### src/design/otwdm_pkg.sv
// Shared types, constants and lookup tables for the three-wheel omni drive mixer.
`timescale 1ns / 1ps
`default_nettype none
package otwdm_pkg;

   // Field widths
   localparam int SPEED_W    = 11;
   localparam int HEAD_W     = 10;
   localparam int POS_W      = 16;
   localparam int BOUND_W    = 16;
   localparam int WHEEL_W    = 12;
   localparam int CSR_IDX_W  = 3;
   localparam int CSR_DATA_W = 16;

   // Internal widths
   localparam int SIN_W    = 17;   // Q1.15 sine with room for +1.0
   localparam int ROT_W    = 28;   // rotated speed, 15 fraction bits
   localparam int DIFF_W   = 17;   // bound minus position
   localparam int LIM_W    = 35;   // bound distance scaled into speed units
   localparam int NUM_W    = 46;   // wheel numerator
   localparam int GAIN_W   = 15;   // soft-start gain, Q0.15
   localparam int PROD_W   = 61;   // numerator times gain
   localparam int DIV_SHIFT = 46;  // wheel = product / (3 * 2^46)
   localparam int QUOT_W   = PROD_W - DIV_SHIFT;
   localparam int W_W      = 13;   // quotient by 2^46 below saturation
   localparam int RECIP_W  = 16;
   localparam int RECIP3_SHIFT = 17;
   localparam int DQ_W     = W_W + RECIP_W;
   localparam int STEP_W   = 6;
   localparam int WHEELS   = 3;
   localparam int HP_W     = 12;

   localparam int ROT_CNT_W = $clog2(SPEED_W);
   localparam int MUL_CNT_W = $clog2(GAIN_W);

   localparam logic [STEP_W-1:0] RAMP_STEPS = STEP_W'(50);

   localparam int Q15_SHIFT = 15;
   localparam int NUM_SHIFT = 16;
   localparam logic signed [SIN_W-1:0]  Q15_ONE        = 17'sd32768;
   localparam logic signed [ROT_W-1:0]  SPEED_HALF     = 28'sd16384;
   localparam logic signed [ROT_W-1:0]  SPEED_HALF_NEG = -28'sd16384;
   localparam logic signed [SPEED_W-1:0] TURN_DEAD     = 11'sd5;
   localparam logic signed [SPEED_W-1:0] TURN_DEAD_NEG = -11'sd5;
   // 3 * round(2^16 * sqrt(3)/3)
   localparam logic signed [NUM_W-1:0]  YK_SCALE       = 46'sd113511;
   localparam logic [PROD_W-1:0]        HALF_DIV       = PROD_W'(3) << (DIV_SHIFT - 1);
   localparam logic [QUOT_W-1:0]        SAT_QUOT       = QUOT_W'(6144);
   localparam logic [RECIP_W-1:0]       RECIP3         = 16'd43691;
   localparam logic signed [WHEEL_W-1:0] WHEEL_MAX     = 12'sd2047;
   localparam logic signed [WHEEL_W-1:0] WHEEL_MIN     = -12'sd2048;

   localparam logic signed [HP_W-1:0] HEAD_BIAS = 12'sd720;
   localparam logic signed [HP_W-1:0] DEG_1080  = 12'sd1080;
   localparam logic signed [HP_W-1:0] DEG_720   = 12'sd720;
   localparam logic signed [HP_W-1:0] DEG_360   = 12'sd360;

   // Reset values of the bounds
   localparam logic signed [BOUND_W-1:0] X_LO_RESET = -16'sd444;
   localparam logic signed [BOUND_W-1:0] X_HI_RESET = 16'sd14830;
   localparam logic signed [BOUND_W-1:0] Y_LO_RESET = -16'sd503;
   localparam logic signed [BOUND_W-1:0] Y_HI_RESET = 16'sd10038;

   typedef enum logic [CSR_IDX_W-1:0] {
      CSR_FIELD_ORIENTED = 3'd0,
      CSR_X_LOWER        = 3'd1,
      CSR_X_UPPER        = 3'd2,
      CSR_Y_LOWER        = 3'd3,
      CSR_Y_UPPER        = 3'd4
   } csr_index_type;

   typedef enum logic [3:0] {
      S_IDLE,
      S_PREP,
      S_ROT,
      S_JUDGE,
      S_NUM,
      S_MUL,
      S_RND,
      S_DIV,
      S_DONE
   } state_type;

   // round(2^15 * sin(i deg)), i = 0..90
   function automatic logic [15:0] sin_quarter(input logic [6:0] i);
      logic [15:0] v;
      case (i)
         7'd0: v = 16'd0;         7'd1: v = 16'd572;       7'd2: v = 16'd1144;
         7'd3: v = 16'd1715;      7'd4: v = 16'd2286;      7'd5: v = 16'd2856;
         7'd6: v = 16'd3425;      7'd7: v = 16'd3993;      7'd8: v = 16'd4560;
         7'd9: v = 16'd5126;      7'd10: v = 16'd5690;     7'd11: v = 16'd6252;
         7'd12: v = 16'd6813;     7'd13: v = 16'd7371;     7'd14: v = 16'd7927;
         7'd15: v = 16'd8481;     7'd16: v = 16'd9032;     7'd17: v = 16'd9580;
         7'd18: v = 16'd10126;    7'd19: v = 16'd10668;    7'd20: v = 16'd11207;
         7'd21: v = 16'd11743;    7'd22: v = 16'd12275;    7'd23: v = 16'd12803;
         7'd24: v = 16'd13328;    7'd25: v = 16'd13848;    7'd26: v = 16'd14365;
         7'd27: v = 16'd14876;    7'd28: v = 16'd15384;    7'd29: v = 16'd15886;
         7'd30: v = 16'd16384;    7'd31: v = 16'd16877;    7'd32: v = 16'd17364;
         7'd33: v = 16'd17847;    7'd34: v = 16'd18324;    7'd35: v = 16'd18795;
         7'd36: v = 16'd19261;    7'd37: v = 16'd19720;    7'd38: v = 16'd20174;
         7'd39: v = 16'd20622;    7'd40: v = 16'd21063;    7'd41: v = 16'd21498;
         7'd42: v = 16'd21926;    7'd43: v = 16'd22348;    7'd44: v = 16'd22763;
         7'd45: v = 16'd23170;    7'd46: v = 16'd23571;    7'd47: v = 16'd23965;
         7'd48: v = 16'd24351;    7'd49: v = 16'd24730;    7'd50: v = 16'd25102;
         7'd51: v = 16'd25466;    7'd52: v = 16'd25822;    7'd53: v = 16'd26170;
         7'd54: v = 16'd26510;    7'd55: v = 16'd26842;    7'd56: v = 16'd27166;
         7'd57: v = 16'd27482;    7'd58: v = 16'd27789;    7'd59: v = 16'd28088;
         7'd60: v = 16'd28378;    7'd61: v = 16'd28660;    7'd62: v = 16'd28932;
         7'd63: v = 16'd29197;    7'd64: v = 16'd29452;    7'd65: v = 16'd29698;
         7'd66: v = 16'd29935;    7'd67: v = 16'd30163;    7'd68: v = 16'd30382;
         7'd69: v = 16'd30592;    7'd70: v = 16'd30792;    7'd71: v = 16'd30983;
         7'd72: v = 16'd31164;    7'd73: v = 16'd31336;    7'd74: v = 16'd31499;
         7'd75: v = 16'd31651;    7'd76: v = 16'd31795;    7'd77: v = 16'd31928;
         7'd78: v = 16'd32052;    7'd79: v = 16'd32166;    7'd80: v = 16'd32270;
         7'd81: v = 16'd32365;    7'd82: v = 16'd32449;    7'd83: v = 16'd32524;
         7'd84: v = 16'd32588;    7'd85: v = 16'd32643;    7'd86: v = 16'd32688;
         7'd87: v = 16'd32723;    7'd88: v = 16'd32748;    7'd89: v = 16'd32763;
         7'd90: v = 16'd32768;
         default: v = 16'd0;
      endcase
      return v;
   endfunction

   // Sine of a whole-degree angle in 0..359, Q1.15
   function automatic logic signed [SIN_W-1:0] sin_deg(input logic [8:0] d);
      logic [6:0]  idx;
      logic        neg;
      logic signed [SIN_W-1:0] mag;
      if (d <= 9'd90) begin
         idx = d[6:0];
         neg = 1'b0;
      end else if (d <= 9'd180) begin
         idx = 7'(9'd180 - d);
         neg = 1'b0;
      end else if (d <= 9'd270) begin
         idx = 7'(d - 9'd180);
         neg = 1'b1;
      end else begin
         idx = 7'(9'd360 - d);
         neg = 1'b1;
      end
      mag = signed'({1'b0, sin_quarter(idx)});
      return neg ? -mag : mag;
   endfunction

   // Sigmoid soft-start gain, one entry per ramp step (table spans 0..RAMP_STEPS)
   function automatic logic [GAIN_W-1:0] ramp_gain(input logic [STEP_W-1:0] step);
      logic [GAIN_W-1:0] g;
      case (step)
         6'd0: g = 15'd2486;    6'd1: g = 15'd2725;    6'd2: g = 15'd2986;
         6'd3: g = 15'd3269;    6'd4: g = 15'd3575;    6'd5: g = 15'd3906;
         6'd6: g = 15'd4263;    6'd7: g = 15'd4648;    6'd8: g = 15'd5062;
         6'd9: g = 15'd5504;    6'd10: g = 15'd5978;   6'd11: g = 15'd6482;
         6'd12: g = 15'd7018;   6'd13: g = 15'd7585;   6'd14: g = 15'd8183;
         6'd15: g = 15'd8813;   6'd16: g = 15'd9472;   6'd17: g = 15'd10159;
         6'd18: g = 15'd10873;  6'd19: g = 15'd11611;  6'd20: g = 15'd12371;
         6'd21: g = 15'd13150;  6'd22: g = 15'd13945;  6'd23: g = 15'd14751;
         6'd24: g = 15'd15565;  6'd25: g = 15'd16384;  6'd26: g = 15'd17203;
         6'd27: g = 15'd18017;  6'd28: g = 15'd18823;  6'd29: g = 15'd19618;
         6'd30: g = 15'd20397;  6'd31: g = 15'd21157;  6'd32: g = 15'd21895;
         6'd33: g = 15'd22609;  6'd34: g = 15'd23296;  6'd35: g = 15'd23955;
         6'd36: g = 15'd24585;  6'd37: g = 15'd25183;  6'd38: g = 15'd25750;
         6'd39: g = 15'd26286;  6'd40: g = 15'd26790;  6'd41: g = 15'd27264;
         6'd42: g = 15'd27706;  6'd43: g = 15'd28120;  6'd44: g = 15'd28505;
         6'd45: g = 15'd28862;  6'd46: g = 15'd29193;  6'd47: g = 15'd29499;
         6'd48: g = 15'd29782;  6'd49: g = 15'd30043;
         default: g = 15'd30282;
      endcase
      return g;
   endfunction

   // diff * 102400, with 102400 = 2^16 + 2^15 + 2^12
   function automatic logic signed [LIM_W-1:0] bound_limit(
      input logic signed [DIFF_W-1:0] diff);
      logic signed [LIM_W-1:0] ext;
      ext = LIM_W'(diff);
      return (ext <<< 16) + (ext <<< 15) + (ext <<< 12);
   endfunction

endpackage
`default_nettype wire

### src/design/otwdm_rot.sv
// Bit-serial rotator: (x, y) = (cx*cs + cy*sn, cy*cs - cx*sn), one multiplier bit a cycle.
`timescale 1ns / 1ps
`default_nettype none
module otwdm_rot (
   input  logic clock,
   input  logic reset,
   input  logic start,
   input  logic signed [otwdm_pkg::SPEED_W-1:0] cx,
   input  logic signed [otwdm_pkg::SPEED_W-1:0] cy,
   input  logic signed [otwdm_pkg::SIN_W-1:0]   cs,
   input  logic signed [otwdm_pkg::SIN_W-1:0]   sn,
   output logic signed [otwdm_pkg::ROT_W-1:0]   x,
   output logic signed [otwdm_pkg::ROT_W-1:0]   y,
   output logic done
);

   logic                                  run_ff, run_in;
   logic [otwdm_pkg::ROT_CNT_W-1:0]       cnt_ff, cnt_in;
   logic [otwdm_pkg::SPEED_W-1:0]         mx_ff, my_ff;
   logic signed [otwdm_pkg::ROT_W-1:0]    mcs_ff, msn_ff;
   logic signed [otwdm_pkg::ROT_W-1:0]    accx_ff, accx_in, accy_ff, accy_in;
   logic signed [otwdm_pkg::ROT_W-1:0]    tx, ty;
   logic                                  last;

   assign last = cnt_ff == otwdm_pkg::ROT_CNT_W'(otwdm_pkg::SPEED_W - 1);
   assign done = run_ff && last;
   assign x    = accx_ff;
   assign y    = accy_ff;

   always_comb begin
      tx = (mx_ff[0] ? mcs_ff : '0) + (my_ff[0] ? msn_ff : '0);
      ty = (my_ff[0] ? mcs_ff : '0) - (mx_ff[0] ? msn_ff : '0);
      // sign bit of the multiplier weighs negative
      accx_in = last ? accx_ff - tx : accx_ff + tx;
      accy_in = last ? accy_ff - ty : accy_ff + ty;
   end

   always_comb begin
      run_in = run_ff;
      cnt_in = cnt_ff;
      if (start) begin
         run_in = 1'b1;
         cnt_in = '0;
      end else if (run_ff) begin
         cnt_in = cnt_ff + 1'b1;
         if (last) run_in = 1'b0;
      end
   end

   always_ff @(posedge clock) begin
      if (reset) begin
         run_ff <= 1'b0;
         cnt_ff <= '0;
      end else begin
         run_ff <= run_in;
         cnt_ff <= cnt_in;
      end
   end

   always_ff @(posedge clock) begin
      if (start) begin
         mx_ff   <= cx;
         my_ff   <= cy;
         mcs_ff  <= otwdm_pkg::ROT_W'(cs);
         msn_ff  <= otwdm_pkg::ROT_W'(sn);
         accx_ff <= '0;
         accy_ff <= '0;
      end else if (run_ff) begin
         mx_ff   <= mx_ff >> 1;
         my_ff   <= my_ff >> 1;
         mcs_ff  <= mcs_ff <<< 1;
         msn_ff  <= msn_ff <<< 1;
         accx_ff <= accx_in;
         accy_ff <= accy_in;
      end
   end

endmodule
`default_nettype wire

### config.mk
export PLATFORM = sky130hd
export DESIGN_NAME = otwdm_rot
export DESIGN_NICKNAME = d
export VERILOG_FILES = /design/src/design/otwdm_pkg.sv /design/src/design/otwdm_rot.sv
export SDC_FILE = /design/constraint.sdc
export NUM_CORES = 1
export LEC_CHECK = 0
export BUFFER_PORTS_ARGS = -buffer_cell sky130_fd_sc_hd__buf_2
export CORE_UTILIZATION = 45
export CTS_BUF_LIST = sky130_fd_sc_hd__clkbuf_8
export CTS_CLUSTER_SIZE = 24
export DETAILED_ROUTE_END_ITERATION = 6
export PLACE_DENSITY = 0.66
export REMOVE_ABC_BUFFERS = 1
export SYNTH_ARGS = -nofsm -noshare
export SYNTH_HDL_FRONTEND = slang
export SYNTH_SLANG_ARGS = --single-unit
export TNS_END_PERCENT = 5
### constraint.sdc
create_clock -name clock -period 7.6 [get_ports clock]
set_clock_uncertainty 0.1 [all_clocks]
set_input_delay 0.76 -clock clock [delete_from_list [all_inputs] [get_ports clock]]
set_output_delay 0.76 -clock clock [all_outputs]
set_load 0.005 [all_outputs]
### Word level (Yosys, flattened, before mapping)

Index checks and enable logic that the tools add are counted.

| storage, ports and cells | value |
|---|---|
| register bits | 139 |
| input port bits | 59 |
| output and inout bits | 57 |
| word-level logic and storage cells | 36 |

| cells by class | value |
|---|---|
| add/sub/neg operators | 7 |
| equal/unequal tests | 1 |
| mux-type cells | 17 |
| reductions and logical operators | 3 |

Operators with widths:

| cell | number |
|---|---|
| $mux 28 | 10 |
| $add 28x28->28 | 3 |
| $sub 28x28->28 | 3 |
| $mux 11 | 4 |
| $add 4x1->4 const B | 1 |
| $eq 4x4->1 const B | 1 |
| $mux 1 | 3 |
| $reduce_bool 2->1 | 1 |
| $reduce_or 2->1 | 1 |
| $logic_and 1x1->1 | 1 |

### Logic depth before layout (Yosys ltp)

Gate-level depths: netlist of run 1.

| depth | value |
|---|---|
| depth after elaboration | 4 |
| gate-level depth with buffers | 29 |
| gate-level depth less buffers | 27 |

### Least setup slack after synthesis of run 1

OpenSTA, ideal clock, no wires.

| path | value |
|---|---|
| path type | register -> register |
| start | register mx_ff[0] (netlist bit) |
| end | register accy_ff, in the netlist y[27] |
| setup time | 0.123 ns |
| arrival time | 5.590 ns |
| required time | 7.377 ns |
| path slack | 1.786 ns |
| cell stages (with the launch flop) | 28 |
| path buffers | 2 |
| clock period less this slack | 5.814 ns |
| cell sequence | edfxtp_1 -> clkbuf_1 -> clkbuf_1 -> and2_1 -> ha_1 -> fa_1 -> nor2b_4 -> o2111a_1 -> or4_4 -> a22oi_4 -> o221ai_2 -> nor3_1 -> nand2_1 -> o21ai_0 -> xor2_1 -> ha_1 -> a21oi_1 -> nor2b_1 -> o21ai_0 -> nand2_1 -> a31oi_1 -> a21oi_1 -> a221o_1 -> a41oi_1 -> a21oi_1 -> and2_1 -> mux2i_1 -> mux2_1 |

| on the way | value |
|---|---|
| word-level cells in the longest chain between the ends | 4 |
| elaborated cells on any way between the ends | 5 |
| classes of those cells | 3 x add/sub; 2 x mux |

Ends and longest elaborated chain:

| what | line | source |
|---|---|---|
| start, declared | otwdm_rot.sv:19 | `logic [otwdm_pkg::SPEED_W-1:0] mx_ff, my_ff;` |
| start signal, assigned | otwdm_rot.sv:69 | `mx_ff <= mx_ff >> 1;` |
| $mux 28 (*) | otwdm_rot.sv:32 | `ty = (my_ff[0] ? mcs_ff : '0) - (mx_ff[0] ? msn_ff : '0);` |
| $sub 28x28->28 (*) | otwdm_rot.sv:32 |  |
| $add 28x28->28 / $sub 28x28->28 (equally long branches) | otwdm_rot.sv:35 | `accy_in = last ? accy_ff - ty : accy_ff + ty;` |
| $mux 28 (*) | otwdm_rot.sv:35 |  |
| end signal, assigned | otwdm_rot.sv:74 | `accy_ff <= accy_in;` |
| end, declared | otwdm_rot.sv:21 | `logic signed [otwdm_pkg::ROT_W-1:0] accx_ff, accx_in, accy_ff, accy_in;` |

Mark *: on every way between the ends. The rest lies on a longest branch, timed or not.
A chain may end at the register's enable or synchronous reset.

### Worst setup path in the final report of run 1

| path | value |
|---|---|
| start | register my_ff[0] (netlist bit) |
| end | register accx_ff, in the netlist x[27] |

| on the way | value |
|---|---|
| word-level cells in the longest chain between the ends | 4 |
| elaborated cells on any way between the ends | 5 |
| classes of those cells | 3 x add/sub; 2 x mux |

Ends and longest elaborated chain:

| what | line | source |
|---|---|---|
| start, declared | otwdm_rot.sv:19 |  |
| start signal, assigned | otwdm_rot.sv:63 | `my_ff <= cy;` |
| start signal, assigned | otwdm_rot.sv:70 | `my_ff <= my_ff >> 1;` |
| $mux 28 (*) | otwdm_rot.sv:31 | `tx = (mx_ff[0] ? mcs_ff : '0) + (my_ff[0] ? msn_ff : '0);` |
| $add 28x28->28 (*) | otwdm_rot.sv:31 |  |
| $add 28x28->28 / $sub 28x28->28 (equally long branches) | otwdm_rot.sv:34 | `accx_in = last ? accx_ff - tx : accx_ff + tx;` |
| $mux 28 (*) | otwdm_rot.sv:34 |  |
| end signal, assigned | otwdm_rot.sv:73 | `accx_ff <= accx_in;` |
| end, declared | otwdm_rot.sv:21 |  |

Marks and branches as above.

==> results.cfg, run 1 <==
[route]
firstDrtPassIters = 5
dr_wl_met3_um = 1510
drc = 0
wl_um = 31700
viasPerCell = 5.58
drtIter0Drc = 748
wl_per_cell_um = 16.2
wl_met2_um = 13900
ant_nets = 0
wl_met1_um = 15600
num_vias = 10900
routed.top_layer = met4

[status]
status = finished, final reports clean

[global_routing]
grt_pass1_wl_um = 51200
grtUsageTotal_pct = 22.1
grt_max_degree = 125
antenna_found_initial = 0
grt-ovfl-total = 0
grt_pass1_vias = 10100

[cells_and_area]
final_cell_mix = nor2_1, buf_2, ha_1
area_growth_pct = 9.42
diodes = 0
fill_cells = 2701
mostFrequentLayoutCell = nor2_1
fin_util_pct = 50.3
drive_gt1_share_pct = 15.5
nNetsFinal = 1733

[setup_path]
rrSetupSlack_ns = 0.87
crit_path_top_delay_cell = a2111oi_1
cp-start-kind = flop
critPathBufInv = 1
crit_path_max_incr_delay_ns = 0.66
critical_path_required_ns = 7.84
worst_r2r_endpoint = x[27]$_SDFFE_PP0P_
r2r-start = my_ff[0]$_DFFE_PP_
cp_cell_sequence = buf_4 > and2_1 > ha_1 > a21oi_1 > o211ai_1 > a31o_2 > a2111oi_1 > o21ai_0 > xor2_1 > nor2_1 > a21oi_1 > xnor2_1 > ha_1 > nand4_1 > o311ai_0 > a41oi_1 > o21ai_0 > xor2_1 > or2_2 > mux2i_1 > xnor2_1 > nor2_1
crit_path_start = my_ff[0]$_DFFE_PP_
ff2ff_path_depth = 22
crit_path_end_kind = flop
crit_family = compound AO/OA/AOI/OAI gates
path_class = reg -> reg
worstPathMaxFanout = 48
cp.arrival_ns = 6.97

[sta]
hold_viol = 0
rsz0062_at_grt = false
worstMarginPinSlew_ns = 1.11
fin_setup_tns_ns = 0
timing.slew.headroom_pct = 25.8
final-setup-viol-count = 0
timing.final.crit_share_pct = 88.5
maxSlewViolCount = 0
fin_crit_ns = 6.73
fmax_mhz = 149

[synthesis]
netlist_area_um2 = 12800
ys.flop_type = edfxtp_1
synth_seq_cells = 139
ys_seq_area_share_pct = 27.8
syn_inst = 1477
synth_top_cell_by_area = edfxtp_1
synth.distinct_cells = 95
syn_avg_cell_area_um2 = 8.69
synth-async-reset-ratio_pct = 0
synth_top_area_share_pct = 18.2
synth_edf_count = 78
yosys-top-cells-area = edfxtp_1, ha_1, dfxtp_1
ys_warn_count = 0

[clocking]
htree_levels = 4
cts_buffers = 17
cts_hold_buf = 0
cts.clk_slew.worst_paths_ns = 0.09
cts_tree = yes
postCtsSetupBuffers = 0
max-clock-path-buffers = 2
cts_root_buf = clkbuf_8
clock-sinks = 139
clk_latency_ns = 0.47

[power]
powerDensity_nw_per_um2 = 296
leakagePower_uw = 0.00619
peakVddDrop_v = 0.000114

[die]
coreArea_um2 = 27900
die_area_um2 = 29200
die_y_um = 171
die_w_um = 171
io_pins = 116
row_count = 61
start_util_pct = 46.0

[worst_hold_path]
hold_end = x[25]$_SDFFE_PP0P_
hold_depth = 2
min_from = x[25]$_SDFFE_PP0P_
worstHoldPathType = reg -> reg

[placement]
gp_congestion = 0.926
portBuffers = 115
hpwl_um = 24100

[flow_run]
maxCapViolCount = 0
[synth_stat cells (12+ instances only)]
cell type,count
nand2_1,89
dfxtp_1,61
a21o_1,34
clkbuf_1,44
nand4_1,12
nor3_1,34
nand2b_1,14
xnor2_1,79
o21bai_1,18
o21ai_0,83
and2_1,99
mux2_2,50
a211oi_1,20
nor2b_1,14
edfxtp_1,78
and3_1,12
a31oi_1,14
o31ai_1,16
mux2i_1,36
inv_1,68
a21oi_1,99
ha_1,112
xor2_1,58
nor2_1,127
nand3_1,25
o21a_1,23
[final cells by class]
type | instances | area [um^2] | area share, %
multi-input combinational | 1210 | 8730 | 62.1
sequential | 139 | 3560 | 25.4
timing repair buffer | 121 | 636 | 4.52
tap | 378 | 473 | 3.37
inverter | 69 | 260 | 1.85
clock buffer | 17 | 234 | 1.67
clock inverter | 15 | 151 | 1.08
[what timing repair did]
action / CTS / global route
resized for setup: 0 / 1
endpoints found under the hold margin: 0 / 0
setup endpoints to repair: 0 / 1
[tightest hold or removal path: cells and delay by family (launching register included)]
family | cells | cell delay [ns]
AO/OA/AOI/OAI | 1 | 0.05
flip-flops | 1 | 0.33
AND/OR/NAND/NOR | 1 | 0.07
[flip-flops by register name, summed over array words and instances (netlist names)]
| name | flops |
|---|---|
| cnt_ff | 4 |
| mcs_ff | 28 |
| msn_ff | 28 |
| mx_ff | 11 |
| my_ff | 11 |
| run_ff | 1 |
| x | 28 |
| y | 28 |
[how the worst max path moves through the flow]
stage	to	slack [ns]	cells past startpoint
after floorplan	x[27]$_SDFFE_PP0P_	1.40	22
after global placement	x[27]$_SDFFE_PP0P_	1.01	23
after detailed placement	x[27]$_SDFFE_PP0P_	0.84	22
after CTS	x[27]$_SDFFE_PP0P_	0.74	22
after global routing	x[27]$_SDFFE_PP0P_	0.18	22
final	x[27]$_SDFFE_PP0P_	0.87	22
[power breakdown]
group	total [uW]	internal (uW)	leakage, uW	switching, uW
Sequential	1100	954	0.00129	147
Combinational	2440	1090	0.00471	1350
Clock	622	270	0.000189	352
Total	4160	2320	0.00619	1850
[layer usage]
| layer | vias to the layer above | track usage [%] |
|---|---|---|
| met3 | 38 | 3.19 |
| met1 | 5052 | 31.1 |
| met2 | 264 | 34.6 |
| li1 | 5526 | - |
| met4 | 0 | 7.18 |
| met5 | - | 0 |
[kinds of logic after synthesis]
logic type               count (synthesis)  share of synthesized area [%]
AND/OR/NAND/NOR                        483                           19.5
AO/OA/AOI/OAI                          386                           20.2
flip-flops                             139                           27.8
XOR/XNOR                               138                           9.47
buffers and inverters                  128                           4.26
adder cells (fa/ha/maj)                116                           11.5
multiplexers                            87                           7.28
[per-stage QoR]
step           total power [uW]  setup WS (ns)  hold WS (ns)  std cells  instance area (um^2)
3_5_place_dp               3530          0.838         0.378       1917                 13700
5_1_grt                    4510          0.177         0.384       1949                 14000
6_report                   4160          0.872         0.391       1949                 14000
4_1_cts                    4160          0.744         0.382       1949                 14000
2_1_floorplan              2960           1.40         0.368       1418                 12500
3_3_place_gp               3480           1.01         0.374       1917                 13700
(Power assumes the default switching activity.)
==> inputs of run 2 (changes only) <==
CTS_CLUSTER_DIAMETER = 200   (was not set)
clock period = 6.4 ns   (was 7.6 ns; I/O delays follow)
==> results.cfg, run 2 (synthesis results as in run 1) <==
[status]
status = finished, final reports clean

[cells_and_area]
drive_gt1_share_pct = 18.4
multiInputGateArea_um2 = 8840
final_cell_mix = nor2_1, buf_2, ha_1
fin_util_pct = 51.6
regArea_um2 = 3560
mostFrequentLayoutCell = nor2_1
nNetsFinal = 1765
area_growth_pct = 12.4
diodes = 0
fill_cells = 2684
fin_cells = 1981

[setup_path]
cpMostUsedCell = buf_4
cp-start-kind = flop
worstPathMaxFanout = 8
cp.arrival_ns = 6.31
crit_path_end_kind = flop
critical_path_required_ns = 6.65
crit_path_top_delay_cell = edfxtp_1
critPathBufInv = 5
crit_family = compound AO/OA/AOI/OAI gates
crit_path_start = mx_ff[0]$_DFFE_PP_
crit_path_max_incr_delay_ns = 0.55
path_class = reg -> reg
r2r-start = mx_ff[0]$_DFFE_PP_

[power]
power_frac_comb_pct = 58.9
seq_power_share_pct = 25.8
peakVddDrop_v = 0.000137
p_total_uw = 5060
switching_power_uw = 2210
powerDensity_nw_per_um2 = 351
p_int_uw = 2850
leakagePower_uw = 0.00638
switching_share_pct = 43.8
clkPwrFrac_pct = 15.3

[global_routing]
grt_pass1_vias = 10300
antenna_found_initial = 0
grt-ovfl-total = 0
grt_max_degree = 64
grtUsageTotal_pct = 21.8
grt_pass1_wl_um = 50700

[die]
die_y_um = 171
io_pins = 116
die_area_um2 = 29200
row_count = 61
die_w_um = 171
coreArea_um2 = 27900
start_util_pct = 46.0

[route]
num_vias = 10900
wl_um = 31700
viasPerCell = 5.51
ant_nets = 0
drtIter0Drc = 799
drc = 0
firstDrtPassIters = 5
wl_per_cell_um = 16.0

[flow_run]
maxCapViolCount = 0

[clocking]
max-clock-path-buffers = 2
clk_latency_ns = 0.47
htree_levels = 4
cts_tree = yes
cts.clk_slew.worst_paths_ns = 0.10
clock-sinks = 139
cts_buffers = 17
cts_root_buf = clkbuf_8

[sta]
rsz0062_at_grt = true
worstMarginPinSlew_ns = 0.934
fin_ws_ns = 0.342
fin_setup_tns_ns = 0
maxSlewViolCount = 0
timing.final.crit_share_pct = 94.7
fmax_mhz = 165
timing.slew.headroom_pct = 37.7
hold_viol = 0
final-setup-viol-count = 0
fin_crit_ns = 6.06

[placement]
hpwl_um = 24500
portBuffers = 115
dpl_worst_slack_ns = 0.0280
gp_congestion = 0.919
dp.cells = 1944

[worst_hold_path]
worstHoldPathType = in -> reg
min_from = reset
[run 2: changes by cell type in the layout (fill, tap and decap cells not counted), moves of 3 or more]
cell	change
nor3_2	+3
buf_6	+3
nor3_1	-3
inv_6	-3
o21ai_0	-4
buf_4	+30
[run 2: worst paths after layout]
kind | to | slack (ns) | cells past startpoint
max | x[27]$_SDFFE_PP0P_ | 0.34 | 28
max reg2reg | x[27]$_SDFFE_PP0P_ | 0.34 | 28
min reg2reg | x[25]$_SDFFE_PP0P_ | 0.39 | 2
min | run_ff$_SDFF_PP0_ | 0.28 | 2
[run 2: per-stage QoR]
| step | cell area (um^2) | hold slack, ns |
|---|---|---|
| detailed placement | 13900 | 0.379 |
| global placement | 13900 | 0.377 |
| global route | 14400 | 0.284 |
| finish | 14400 | 0.285 |
| CTS | 14300 | 0.256 |
| floorplan | 12500 | 0.368 |
[run 2: power groups by stage]
| stage | logic, uW | clock network, uW | registers (uW) |
|---|---|---|---|
| 3_5_place_dp | 2910 | 0 | 1330 |
| 6_report | 2980 | 776 | 1310 |
| 5_1_grt | 3310 | 827 | 1330 |
| 4_1_cts | 2930 | 799 | 1310 |
| 2_1_floorplan | 2230 | 0 | 1280 |
| 3_3_place_gp | 2860 | 0 | 1320 |
[run 2: what timing repair did]
action / CTS / global route
setup endpoints to repair: 1 / 6
setup buffers: 1 / 4
pin swaps: 0 / 16
hold buffers: 0 / 0
resized for setup: 0 / 32
[run 2: layer usage]
| layer | wire [um] | GRT usage (%) |
|---|---|---|
| met1 | 15700 | 30.4 |
| met2 | 14300 | 35.8 |
| met3 | 1410 | 3.08 |
| met4 | 220 | 4.74 |
| met5 | 0 | 0 |
[run 2: area by class of cell]
cell class | count | share of cell area, %
Clock buffer | 17 | 1.62
Clock inverter | 15 | 1.24
Inverter | 69 | 1.80
Multi-Input combinational cell | 1210 | 61.3
Sequential cell | 139 | 24.7
Tap cell | 378 | 3.28
Timing Repair Buffer | 153 | 6.06
